## config.mk

```make
export PLATFORM = sky130hd
export DESIGN_NAME = dq_ctrl
export DESIGN_NICKNAME = d
export VERILOG_FILES = /design/src/rtl/dq_pkg.sv /design/src/rtl/dq_ctrl.sv
export SDC_FILE = /design/constraint.sdc
export NUM_CORES = 1
export LEC_CHECK = 0
export ABC_AREA = 1
export BUFFER_PORTS_ARGS = -buffer_cell sky130_fd_sc_hd__buf_2
export CAP_MARGIN = 0
export CORE_AREA = 3 3 40 42
export CTS_CLUSTER_DIAMETER = 30
export DETAILED_ROUTE_END_ITERATION = 7
export DIE_AREA = 0 0 43 45
export GPL_TIMING_DRIVEN = 0
export PLACE_DENSITY = 0.37
export SKIP_LAST_GASP = 1
export SYNTH_ARGS = -nofsm -noshare
export SYNTH_HDL_FRONTEND = slang
export SYNTH_SLANG_ARGS = --single-unit
```

## constraint.sdc

```tcl
create_clock -name i_clk -period 1.1 [get_ports i_clk]
set_input_delay 0.22 -clock i_clk [delete_from_list [all_inputs] [get_ports i_clk]]
set_output_delay 0.22 -clock i_clk [all_outputs]
set_load 0.05 [all_outputs]
```

## src/rtl/dq_pkg.sv

```systemverilog
// Shared types, codes and widths for the double-ended queue core.
package dq_pkg;

    localparam int DEFAULT_DEPTH = 1024;
    localparam int WORD_W        = 32;
    localparam int OP_W          = 3;
    localparam int STATUS_W      = 2;
    localparam int COUNT_W       = 11;
    localparam int S_TDATA_W     = 32;
    localparam int M_TDATA_W     = 48;

    typedef enum logic [OP_W-1:0] {
        OP_PUSH_FRONT = 3'd0,
        OP_PUSH_BACK  = 3'd1,
        OP_POP_FRONT  = 3'd2,
        OP_POP_BACK   = 3'd3,
        OP_PEEK_FRONT = 3'd4,
        OP_PEEK_BACK  = 3'd5,
        OP_SIZE       = 3'd6,
        OP_CLEAR      = 3'd7
    } t_dq_op;

    typedef enum logic [STATUS_W-1:0] {
        ST_OK    = 2'd0,
        ST_EMPTY = 2'd1,
        ST_FULL  = 2'd2
    } t_dq_status;

    // Commands from the controller to the datapath.
    typedef struct packed {
        logic latch;
        logic exec;
        logic load;
    } t_dq_cmd;

endpackage

```

## src/rtl/dq_ctrl.sv

```systemverilog
// Sequencing controller: input handshake, execute step and output register valid.
module dq_ctrl (
    input  logic            i_clk,
    input  logic            i_rst_n,
    input  logic            i_s_tvalid,
    output logic            o_s_tready,
    output logic            o_m_tvalid,
    input  logic            i_m_tready,
    output dq_pkg::t_dq_cmd o_cmd
);
    import dq_pkg::*;

    typedef enum logic [1:0] {
        S_IDLE,
        S_EXEC,
        S_LOAD
    } t_state;

    t_state r_state;
    logic   r_m_valid;
    logic   w_load;

    assign w_load     = (r_state == S_LOAD) && (!r_m_valid || i_m_tready);
    assign o_s_tready = (r_state == S_IDLE);
    assign o_m_tvalid = r_m_valid;

    assign o_cmd.latch = (r_state == S_IDLE) && i_s_tvalid;
    assign o_cmd.exec  = (r_state == S_EXEC);
    assign o_cmd.load  = w_load;

    always_ff @(posedge i_clk) begin
        if (!i_rst_n) begin
            r_state   <= S_IDLE;
            r_m_valid <= 1'b0;
        end else begin
            unique case (r_state)
                S_IDLE: begin
                    if (i_s_tvalid) r_state <= S_EXEC;
                end
                S_EXEC: begin
                    r_state <= S_LOAD;
                end
                S_LOAD: begin
                    // hold the result until the output register frees up
                    if (w_load) r_state <= S_IDLE;
                end
                default: begin
                    r_state <= S_IDLE;
                end
            endcase

            if (w_load) begin
                r_m_valid <= 1'b1;
            end else if (i_m_tready) begin
                r_m_valid <= 1'b0;
            end
        end
    end

endmodule

```

### Word level (Yosys, flattened, before mapping)

Cells that the tools add are included.

* equality and inequality tests: 4
* reduce and logical (&&, ||, !) cells: 7
* muxes and demuxes: 5

Operator list (count)
* one-hot mux 2 bit (3 select lines): 1
* 2-to-1 mux 2 bit: 2
* != test 2 bit (second input constant): 2
* equality test 2 x 1 -> 1 bit (second input constant): 1
* equality test 2 bit (second input constant): 1
* logical AND 1 bit: 2
* logical NOT 2 bit: 1
* 2-to-1 mux 1 bit: 2
* AND reduction 2 bit: 1
* nonzero test 2 bit: 1
* logical NOT 1 bit: 1
* logical OR 1 bit: 1

* input bits: 4
* word-level logic and storage cells: 18
* flip-flop bits (word level): 3

### Depth between registers and ports, before layout

Gate-level depths: netlist (run 1).

* depth in word-level cells: 5
* mapped depth: 4

### Worst setup path before layout (run 1)

OpenSTA, ideal clock, no wires.

* path type: register to output
* start: register r_state[0]
* end: output port o_cmd[2] (netlist name)
* required time: 880 ps
* setup slack: -219 ps
* path buffers: 0
* data arrival time: 1099 ps
* stages on the path, launching flop included: 4
* cell sequence: dfxtp_1 -> inv_1 -> nand2_1 -> nor2_1

RTL lines
* start, declared: line dq_ctrl.sv:19 `t_state r_state;`
* start signal, assigned: line dq_ctrl.sv:33 `r_state <= S_IDLE;`
* start signal, assigned: line dq_ctrl.sv:38 `if (i_s_tvalid) r_state <= S_EXEC;`
* start signal, assigned: line dq_ctrl.sv:41 `r_state <= S_LOAD;`
* end, declared: line dq_ctrl.sv:9 `output dq_pkg::t_dq_cmd o_cmd`

==> reports/metrics.yaml, run 1 <==
outcome:
  status: "finished with violations"
  violations: "negative setup slack"
cells_and_area:
  diodes: 0
  fillCellCount: 138
  final_common_cell: "buf_2"
  utilization: 0.244
  multiInputGateArea_sq_um: 80.1
  seqCellArea_sq_um: 68.8
  drive_above_1_share: 0.800
  final_net_count: 40
  syn_to_final_growth_pct: 99.2
grt:
  grt_pass1_wl_um: 662
  antenna_found_initial: 0
  grt_overflow: 0
  grt_pass1_vias: 184
  grt_max_degree: 5
  gr-usage-all-layers: 0.0541
floorplan:
  rows: 13
  core_area_sq_um: 1280
  die_h_um: 45
  die_w_um: 43
  io_pins: 9
  dieArea_sq_um: 1940
  initial_core_util: 0.123
yosys:
  ys_types: 12
  syn_area_per_cell_sq_um: 7.51
  ys_seq_elements: 3
  synth_area_leader_cell: "dfxtp_1"
  yosysTopAreaCellShare: 0.381
  syn-cell-area_sq_um: 158
  synth_cells: 21
  ys_warn_count: 0
  ys_top_cells_by_area: "dfxtp_1 38%, inv_1 14%, nand2_1 7.1%, nor2_4 7.1%, nor3_2 6.3%"
  yosysSeqAreaShare: 0.381
  mappedNetlistNets: 25
clock_network:
  htree_levels: 1
  clk_latency_ns: 0.24
  clock_tree.root_cell: "clkbuf_4"
  cts_tree: "built"
  cts.sinks: 3
  cts_hold_buf: 0
  clk_pin_slew_ns: 0.04
  cts.path.max_buffers: 2
  cts_made_buffers: 3
timing:
  rsz0062_at_grt: "true"
  min_period_ns: 1.19
  slew_viol_final: 0
  hold_violations: 0
  setup_slack_ns: -0.0942
  tightest_slew_ns: 0.250
  slew-limit-headroom: 0.834
  finalSetupViolCount: 4
  period_share: 1.09
  skew_ns: 0.00122
  fmax_mhz: 837
critical_path:
  worstReg2RegStart: "o_m_tvalid"
  crit_arrival_ns: 0.97
  cp-startpoint: "r_state[0]"
  critPathMaxFanout: 4
  r2r_setup_slack_ns: 0.26
  start_kind: "flip-flop"
  critical_path_class: "flip-flop to primary output"
  r2r_end: "r_state[1]"
  reg2reg_depth: 5
  cp-end-kind: "primary output"
  crit_end: "o_cmd[2]"
  crit_required_ns: 0.88
drt:
  wirelength_um: 378
  dr.pass1.iters: 2
  drtIter0Drc: 4
  ant_nets: 0
  avgRoutedWirePerCell_um: 7.56
  post_drt_via_cell_ratio: 3.40
  vias: 170
  drc: 0
power_and_ir_drop:
  p_leak_nw: 0.148
  finalPower_mw: 0.429
  ir_drop_mv: 0.669
  powerDensity_nw_per_um2: 1370
  power_frac_clock: 0.461
  p_seq_frac: 0.277
  swShare: 0.321
  p_comb_frac: 0.262
  power_switching_mw: 0.138
  p_int_mw: 0.292
place:
  place_congestion: 0.639
  io_buffer_count: 8
  dp_hpwl_um: 242
min_path:
  min_path_type: "primary input to flip-flop"
flow_run:
  maxCapViolCount: 0
-- worst max-delay path: stages (launching register included) --
cell     delay [ns]
dfxtp_4        0.36
inv_2          0.05
nand2_2        0.06
nor2_2         0.10
buf_6          0.16
-- sequential cells by signal (all words and copies together), names as in the netlist --
name / count
r_state: 2
o_m_tvalid: 1
-- power groups by stage --
stage                     Clock (mW)  Sequential (mW)  Combinational [mW]
after floorplan                    0            0.122              0.0615
final                          0.198            0.119               0.113
after global routing           0.222            0.120               0.119
after CTS                      0.205            0.119               0.112
after detailed placement           0            0.118              0.0851
after global placement             0            0.118              0.0858
-- layer usage --
metal  up-vias  global-route usage  part of all wire
met1        72              0.0505              0.47
li1         86                   -                 -
met3         0              0.0717              0.20
met5         -                   0                 0
met2        12              0.0689              0.33
met4         0              0.0181                 0
-- synthesized netlist by cell type --
| cell type | n |
|---|---|
| nor2_1 | 1 |
| nor2_4 | 1 |
| nand2_1 | 3 |
| a21oi_2 | 1 |
| o21a_1 | 1 |
| inv_1 | 6 |
| nor3_1 | 1 |
| nor3_2 | 1 |
| dfxtp_1 | 3 |
| nor2_2 | 1 |
| inv_2 | 1 |
| buf_4 | 1 |
-- worst min path at each step --
| stage | start | endpoint | slack (ns) | depth (start not counted) |
|---|---|---|---|---|
| 6_report | i_rst_n | o_m_tvalid | 0.22 | 2 |
| 5_1_grt | i_rst_n | o_m_tvalid | 0.22 | 2 |
| 4_1_cts | i_rst_n | o_m_tvalid | 0.22 | 2 |
| 3_5_place_dp | i_rst_n | o_m_tvalid | 0.46 | 2 |
| 3_3_place_gp | i_rst_n | o_m_tvalid | 0.46 | 2 |
| 2_1_floorplan | i_rst_n | o_m_tvalid | 0.34 | 1 |
-- cell families (layout without fill, tap and decap cells) --
family | Yosys count | after routing | synth area share
and+or+nand+nor | 8 | 8 | 0.302
AOI/OAI and AO/OA | 2 | 2 | 0.103
buffers and inverters | 8 | 22 | 0.214
DFF | 3 | 3 | 0.381
-- cell type report --
class | instances | area share
inverter | 7 | 0.0916
tap | 15 | 0.0598
multi-input combinational | 10 | 0.255
clock buffer | 4 | 0.0837
timing repair buffer | 11 | 0.291
sequential | 3 | 0.219
-- through the flow --
stage	std cells	setup slack [ns]	cell area, sq um	hold WS, ns	TNS (ns)
after detailed placement	44	-0.0551	223	0.456	-0.0551
after global placement	44	-0.0799	223	0.457	-0.0799
after CTS	50	-0.102	314	0.219	-0.296
final	50	-0.0942	314	0.218	-0.262
after global routing	50	-0.153	314	0.224	-0.500
after floorplan	21	0.000112	164	0.337	0
-- repair_timing --
action                                 in CTS  in global routing
setup endpoints to repair                   4                  4
endpoints found under the hold margin       0                  0
resized for setup                          18                  1
pin swaps                                   3                  1
setup buffers                               3                  0
Note: power is estimated with default switching activity, not from simulation.
==> run 2: changes to the inputs <==
ABC_AREA = unset   (was 1)
GPL_TIMING_DRIVEN = unset   (was 0)
PLACE_DENSITY = 0.36   (was 0.37)
==> run 2 against run 1 <==
  * The run still ends with negative setup slack left
  * Clock power fell by 7%
  * Critical path type unchanged
  * Non-clock buffer count is 2 lower
  * Fmax is 1.3% lower
  * Clock skew is essentially flat
  * Sequential share of layout area grew 2.0 points
==> reports/metrics.yaml, run 2 <==
yosys:
  ys.flop_type: "dfxtp_1"
  synth.most_common_cell: "dfxtp_1"
  synth_cells: 14  # -33%
  yosysTopAreaCellShare: 0.410  # +0.0293
  ys_seq_elements: 3  # unchanged
  mappedNetlistNets: 18  # -28%
  synth_edf_count: 0  # unchanged
  ys_top_cells_by_area: "dfxtp_1 41%, and4bb_1 8.5%, nand2b_1 8.5%, nor3b_2 8.5%, and2b_4 6.8%"
  synth_area_leader_cell: "dfxtp_1"
  synthTopCellsByCount: "3 x dfxtp_1, 2 x nand2b_1"
  ys_types: 11  # -1
  syn_area_per_cell_sq_um: 10.5  # +39%
  yosysSeqAreaShare: 0.410  # +0.0293
  ys_warn_count: 0  # unchanged
  syn-cell-area_sq_um: 146  # -7.1%
  async_flop_share: 0  # unchanged
clock_network:
  cts.path.max_buffers: 2  # unchanged
  cts.sinks: 3  # unchanged
  cts_tree: "built"
  clock_tree.root_cell: "clkbuf_4"
  clk_pin_slew_ns: 0.04  # about the same
  post-cts-setup-buffers: 0  # -3
  cts_made_buffers: 3  # unchanged
  htree_levels: 1  # unchanged
  clk_latency_ns: 0.23  # about the same
timing:
  slew_viol_final: 0  # unchanged
  finalSetupViolCount: 4  # unchanged
  skew_ns: 0.00159  # +0.000364 ns
  fmax_mhz: 827  # -1.3%
  tightest_slew_ns: 0.248  # -0.00181 ns
  period_share: 1.10  # +0.0142
  rsz0062_at_grt: "true"
  min_period_ns: 1.21  # +0.0156 ns
  slew-limit-headroom: 0.836  # +0.00119
  setup_slack_ns: -0.110  # -0.0156 ns
  hold_violations: 0  # unchanged
critical_path:
  cp_slowest_cell: "dfxtp_4"
  path_cells: "nand2b_4 > nor2b_2 > buf_6"
  r2r_end: "r_state[1]"
  worstReg2RegStart: "r_state[1]"
  reg2reg_depth: 2  # -3
  cp-end-kind: "primary output"
  crit_arrival_ns: 0.99  # +0.02 ns
  critPathMaxFanout: 5  # +1
  start_kind: "flip-flop"
  r2r_setup_slack_ns: 0.24  # -0.02 ns
  critical_path_class: "flip-flop to primary output"
  cp_slowest_stage_delay_ns: 0.35  # about the same
  crit_required_ns: 0.88  # about the same
min_path:
  holdPathStages: 2  # unchanged
  min_to: "r_state[1]"
  worstHoldStart: "i_rst_n"
  min_path_type: "primary input to flip-flop"
power_and_ir_drop:
  powerDensity_nw_per_um2: 1410  # +3.4%
  p_leak_nw: 0.125  # -16%
  power_switching_mw: 0.113  # -18%
  ir_drop_mv: 0.241  # -64%
  finalPower_mw: 0.407  # -5.2%
  p_int_mw: 0.294  # +0.64%
  p_seq_frac: 0.297  # +0.020
  p_comb_frac: 0.248  # -0.014
  swShare: 0.279  # -0.0419
  power_frac_clock: 0.455  # -0.006
floorplan:
  dieArea_sq_um: 1940  # unchanged
  die_w_um: 43  # unchanged
  rows: 13  # unchanged
  io_pins: 9  # unchanged
  die_h_um: 45  # unchanged
  initial_core_util: 0.114  # -0.00876
  core_area_sq_um: 1280  # unchanged
cells_and_area:
  drive_above_1_share: 0.769  # -0.0308
  utilization: 0.224  # -0.0204
  syn_to_final_growth_pct: 96.6
  top_register: "r_state"
  mostFrequentLayoutCells: "4 x buf_2, 3 x clkbuf_4, 3 x buf_6"
  final_common_cell: "buf_2"
  seqCellArea_sq_um: 68.8  # unchanged
  fillCellCount: 142  # +2.9%
  diodes: 0  # unchanged
  final_net_count: 31  # -23%
  largest_register_ffs: 2  # unchanged
  multiInputGateArea_sq_um: 97.6  # +22%
outcome:
  violations: "negative setup slack"
  status: "finished with violations"
grt:
  grt_pass1_wl_um: 552  # -17%
  grt_pass1_vias: 164  # -11%
  grt_max_degree: 6  # +1
  grt_overflow: 0  # unchanged
  antenna_found_initial: 0  # unchanged
  gr-usage-all-layers: 0.0407  # -0.0133
drt:
  vias: 140  # -18%
  wirelength_um: 335  # -11%
  drc: 0  # unchanged
  avgRoutedWirePerCell_um: 8.17  # +8.1%
  ant_nets: 0  # unchanged
  drtIter0Drc: 0  # -4
  dr.pass1.iters: 1  # -1
  post_drt_via_cell_ratio: 3.41  # +0.43%
place:
  preCtsSetupSlack_ns: -0.0165  # +0.0385 ns
  io_buffer_count: 8  # unchanged
  dp_hpwl_um: 281  # +16%
  place_congestion: 0.564  # -12%
flow_run:
  maxCapViolCount: 0  # unchanged
==> run 2: cell families (layout without fill, tap and decap cells) <==
group / Yosys count / after routing / synth area share
AOI/OAI and AO/OA: 2 / 2 / 0.103
buffers and inverters: 1 / 13 / 0.0513
DFF: 3 / 3 / 0.410
and+or+nand+nor: 8 / 8 / 0.436
==> run 2: routing by layer <==
layer | share of wire | track usage
met3 | 0.0030 | 0
met4 | 0 | 0.0542
met5 | 0 | 0
met2 | 0.75 | 0.0958
met1 | 0.24 | 0.0192
==> run 2: worst max-delay path, delay by kind of cell (launching register included) <==
family / cells / cell delay [ns]
buf+inv: 1 / 0.16
flops: 1 / 0.35
simple gates: 2 / 0.25
==> run 2: area by class of cell <==
type / count / area share
Sequential cell: 3 / 0.239
Tap cell: 15 / 0.0652
Timing Repair Buffer: 9 / 0.265
Clock buffer: 4 / 0.0913
Multi-Input combinational cell: 10 / 0.339
==> run 2: metrics by stage <==
step / hold WS, ns / setup TNS (ns) / cells / area, sq um
2_1_floorplan: 0.337 / -0.0183 / 14 / 156
3_3_place_gp: 0.456 / -0.00520 / 37 / 215
3_5_place_dp: 0.464 / -0.0165 / 37 / 215
4_1_cts: 0.230 / -0.440 / 41 / 288
5_1_grt: 0.256 / -0.528 / 41 / 288
6_report: 0.232 / -0.391 / 41 / 288
==> run 2: timing repair <==
action                     CTS  global route
hold buffers                 0             0
setup endpoints to repair    4             4
gates resized for setup     15             0
==> run 2: worst max-delay path by stage <==
stage               startpoint         end  slack (ns)  cells past startpoint
finish              r_state[0]    o_cmd[0]       -0.11                      3
global route        r_state[1]    o_cmd[2]       -0.14                      2
CTS                 r_state[0]    o_cmd[0]       -0.12                      3
detailed placement  r_state[1]    o_cmd[0]       -0.02                      3
global placement    r_state[1]    o_cmd[0]      -0.005                      3
floorplan           r_state[1]  r_state[0]       -0.02                      2
==> run 2: power groups by stage <==
| stage | logic [mW] | registers (mW) | clock network (mW) |
|---|---|---|---|
| after global placement | 0.0815 | 0.124 | 0 |
| after floorplan | 0.0585 | 0.127 | 0 |
| after CTS | 0.102 | 0.121 | 0.194 |
| after detailed placement | 0.0819 | 0.124 | 0 |
| final | 0.101 | 0.121 | 0.185 |
| after global routing | 0.106 | 0.122 | 0.200 |
==> run 3: changes to the inputs <==
clock period = 1.35 ns   (was 1.1 ns; I/O delays follow)
==> run 3 against run 2 <==
  * Hold slack improved by 0.049 ns
  * Global-route usage about the same
  * Clock skew grew 0.00098 ns
  * The run now ends clean
==> reports/metrics.yaml, run 3 (same netlist as run 2, synthesis figures left out) <==
outcome:
  status: "finished, final reports clean"
floorplan:
  rows: 13  # unchanged
  die_w_um: 43  # unchanged
  dieArea_sq_um: 1940  # unchanged
  initial_core_util: 0.114  # unchanged
  core_area_sq_um: 1280  # unchanged
  die_h_um: 45  # unchanged
  io_pins: 9  # unchanged
clock_network:
  clock_tree.root_cell: "clkbuf_4"
  clk_pin_slew_ns: 0.03  # about the same
  clk_latency_ns: 0.23  # about the same
  cts_tree: "built"
  cts_made_buffers: 3  # unchanged
  htree_levels: 1  # unchanged
  cts.path.max_buffers: 2  # unchanged
  cts.sinks: 3  # unchanged
critical_path:
  cp_top_family: "flip-flops"
  start_kind: "flip-flop"
  cp_num_buf_inv: 1  # unchanged
  crit_required_ns: 1.08  # +0.20 ns
  critPathMaxFanout: 5  # unchanged
  cp_slowest_stage_delay_ns: 0.34  # about the same
  cp_slowest_cell: "dfxtp_1"
  path_cells: "nand2b_4 > nor2b_1 > buf_6"
  cp-end-kind: "primary output"
  critical_path_class: "flip-flop to primary output"
  crit_arrival_ns: 1.02  # +0.03 ns
place:
  place_congestion: 0.622  # +10%
  dp_hpwl_um: 251  # -11%
  io_buffer_count: 8  # unchanged
min_path:
  min_path_type: "primary input to flip-flop"
timing:
  finalSetupViolCount: 0  # -4
  slew-limit-headroom: 0.834  # -0.00161
  slew_viol_final: 0  # unchanged
  fmax_mhz: 775
  skew_ns: 0.00257  # +0.000980 ns
  hold_slack_ns: 0.281  # +0.0491 ns
  period_share: 0.955
  hold_violations: 0  # unchanged
  min_period_ns: 1.29
  tightest_slew_ns: 0.251  # +0.00243 ns
  rsz0062_at_grt: "false"
  setup_tns_ns: 0  # +0.391 ns
drt:
  drc: 0  # unchanged
  vias: 125  # -11%
  drtIter0Drc: 0  # unchanged
  ant_nets: 0  # unchanged
  post_drt_via_cell_ratio: 3.13  # -8.5%
  dr.pass1.iters: 1  # unchanged
  wirelength_um: 342  # +2.1%
  avgRoutedWirePerCell_um: 8.55  # +4.6%
power_and_ir_drop:
  p_leak_nw: 0.109  # -13%
  ir_drop_mv: 0.352  # +46%
  powerDensity_nw_per_um2: 1310  # -7.5%
cells_and_area:
  top_register: "r_state"
  final_net_count: 30  # -3.2%
  fillCellCount: 146  # +2.8%
  final_common_cell: "buf_2"
  drive_above_1_share: 0.600  # -0.169
  syn_to_final_growth_pct: 66.7
  diodes: 0  # unchanged
  mostFrequentLayoutCells: "5 x buf_2, 3 x clkbuf_4, 2 x dfxtp_1, 2 x buf_4"
  largest_register_ffs: 2  # unchanged
grt:
  grt_pass1_vias: 120  # -27%
  gr-usage-all-layers: 0.0408  # about the same
  antenna_found_initial: 0  # unchanged
  grt_max_degree: 6  # unchanged
  grt_overflow: 0  # unchanged
  grt_pass1_wl_um: 510  # -7.6%
flow_run:
  maxCapViolCount: 0  # unchanged
[run 3: changes by cell type in the layout (fill, tap and decap cells not counted), sizes merged]
cell / change
buf: -1
[run 3: per-stage QoR]
step	utilization	cells	setup slack (ns)	power (mW)	area (sq um)
finish	0.190	40	0.0602	0.319	244
global route	0.190	40	0.00494	0.337	244
CTS	0.178	40	0.00451	0.325	229
detailed placement	0.154	36	0.212	0.161	198
global placement	0.154	36	0.223	0.160	198
floorplan	-	14	0.0349	0.147	146
[run 3: what timing repair did]
action	CTS	global route
resized for setup	2	5
hold buffers	0	0
buffers inserted	0	0
pin swaps	0	0
endpoints found under the setup margin	2	2
[run 3: final cells by class]
| class | count | area, sq um | share of cell area |
|---|---|---|---|
| clock buffers | 4 | 26.3 | 0.108 |
| repair buffers | 8 | 51.3 | 0.210 |
| well taps | 15 | 18.8 | 0.0769 |
| flip-flops and latches | 3 | 61.3 | 0.251 |
| multi-input cells | 10 | 86.3 | 0.354 |
[run 3: worst reg2reg max path: stages, from the launching register on]
cell and delay (ns):
dfxtp_2 0.38, and2b_4 0.21, o21a_1 0.18
[run 3: worst paths after layout]
check / to / start / slack, ns / cells after the start
setup / recovery: o_cmd[0] / r_state[0] / 0.06 / 3
hold / removal: r_state[0] / i_rst_n / 0.28 / 2
setup reg to reg: r_state[1] / r_state[1] / 0.48 / 2
hold reg to reg: o_m_tvalid / o_m_tvalid / 0.53 / 2
[run 3: power by group]
part | leakage, nW | switching (mW) | internal [mW] | total, mW
Sequential | 0.0250 | 0.00545 | 0.0937 | 0.0991
Clock | 0.0150 | 0.0424 | 0.110 | 0.153
Combinational | 0.0689 | 0.0424 | 0.0246 | 0.0670
Total | 0.109 | 0.0903 | 0.229 | 0.319
[run 3: routing by layer]
metal	wire [um]	share of wire	vias up	global-route usage
met5	0	0	-	0
met4	0	0	0	0.0723
met3	45	0.13	0	0.0199
met2	128	0.37	7	0.0299
met1	168	0.49	50	0.0529
li1	-	-	68	-
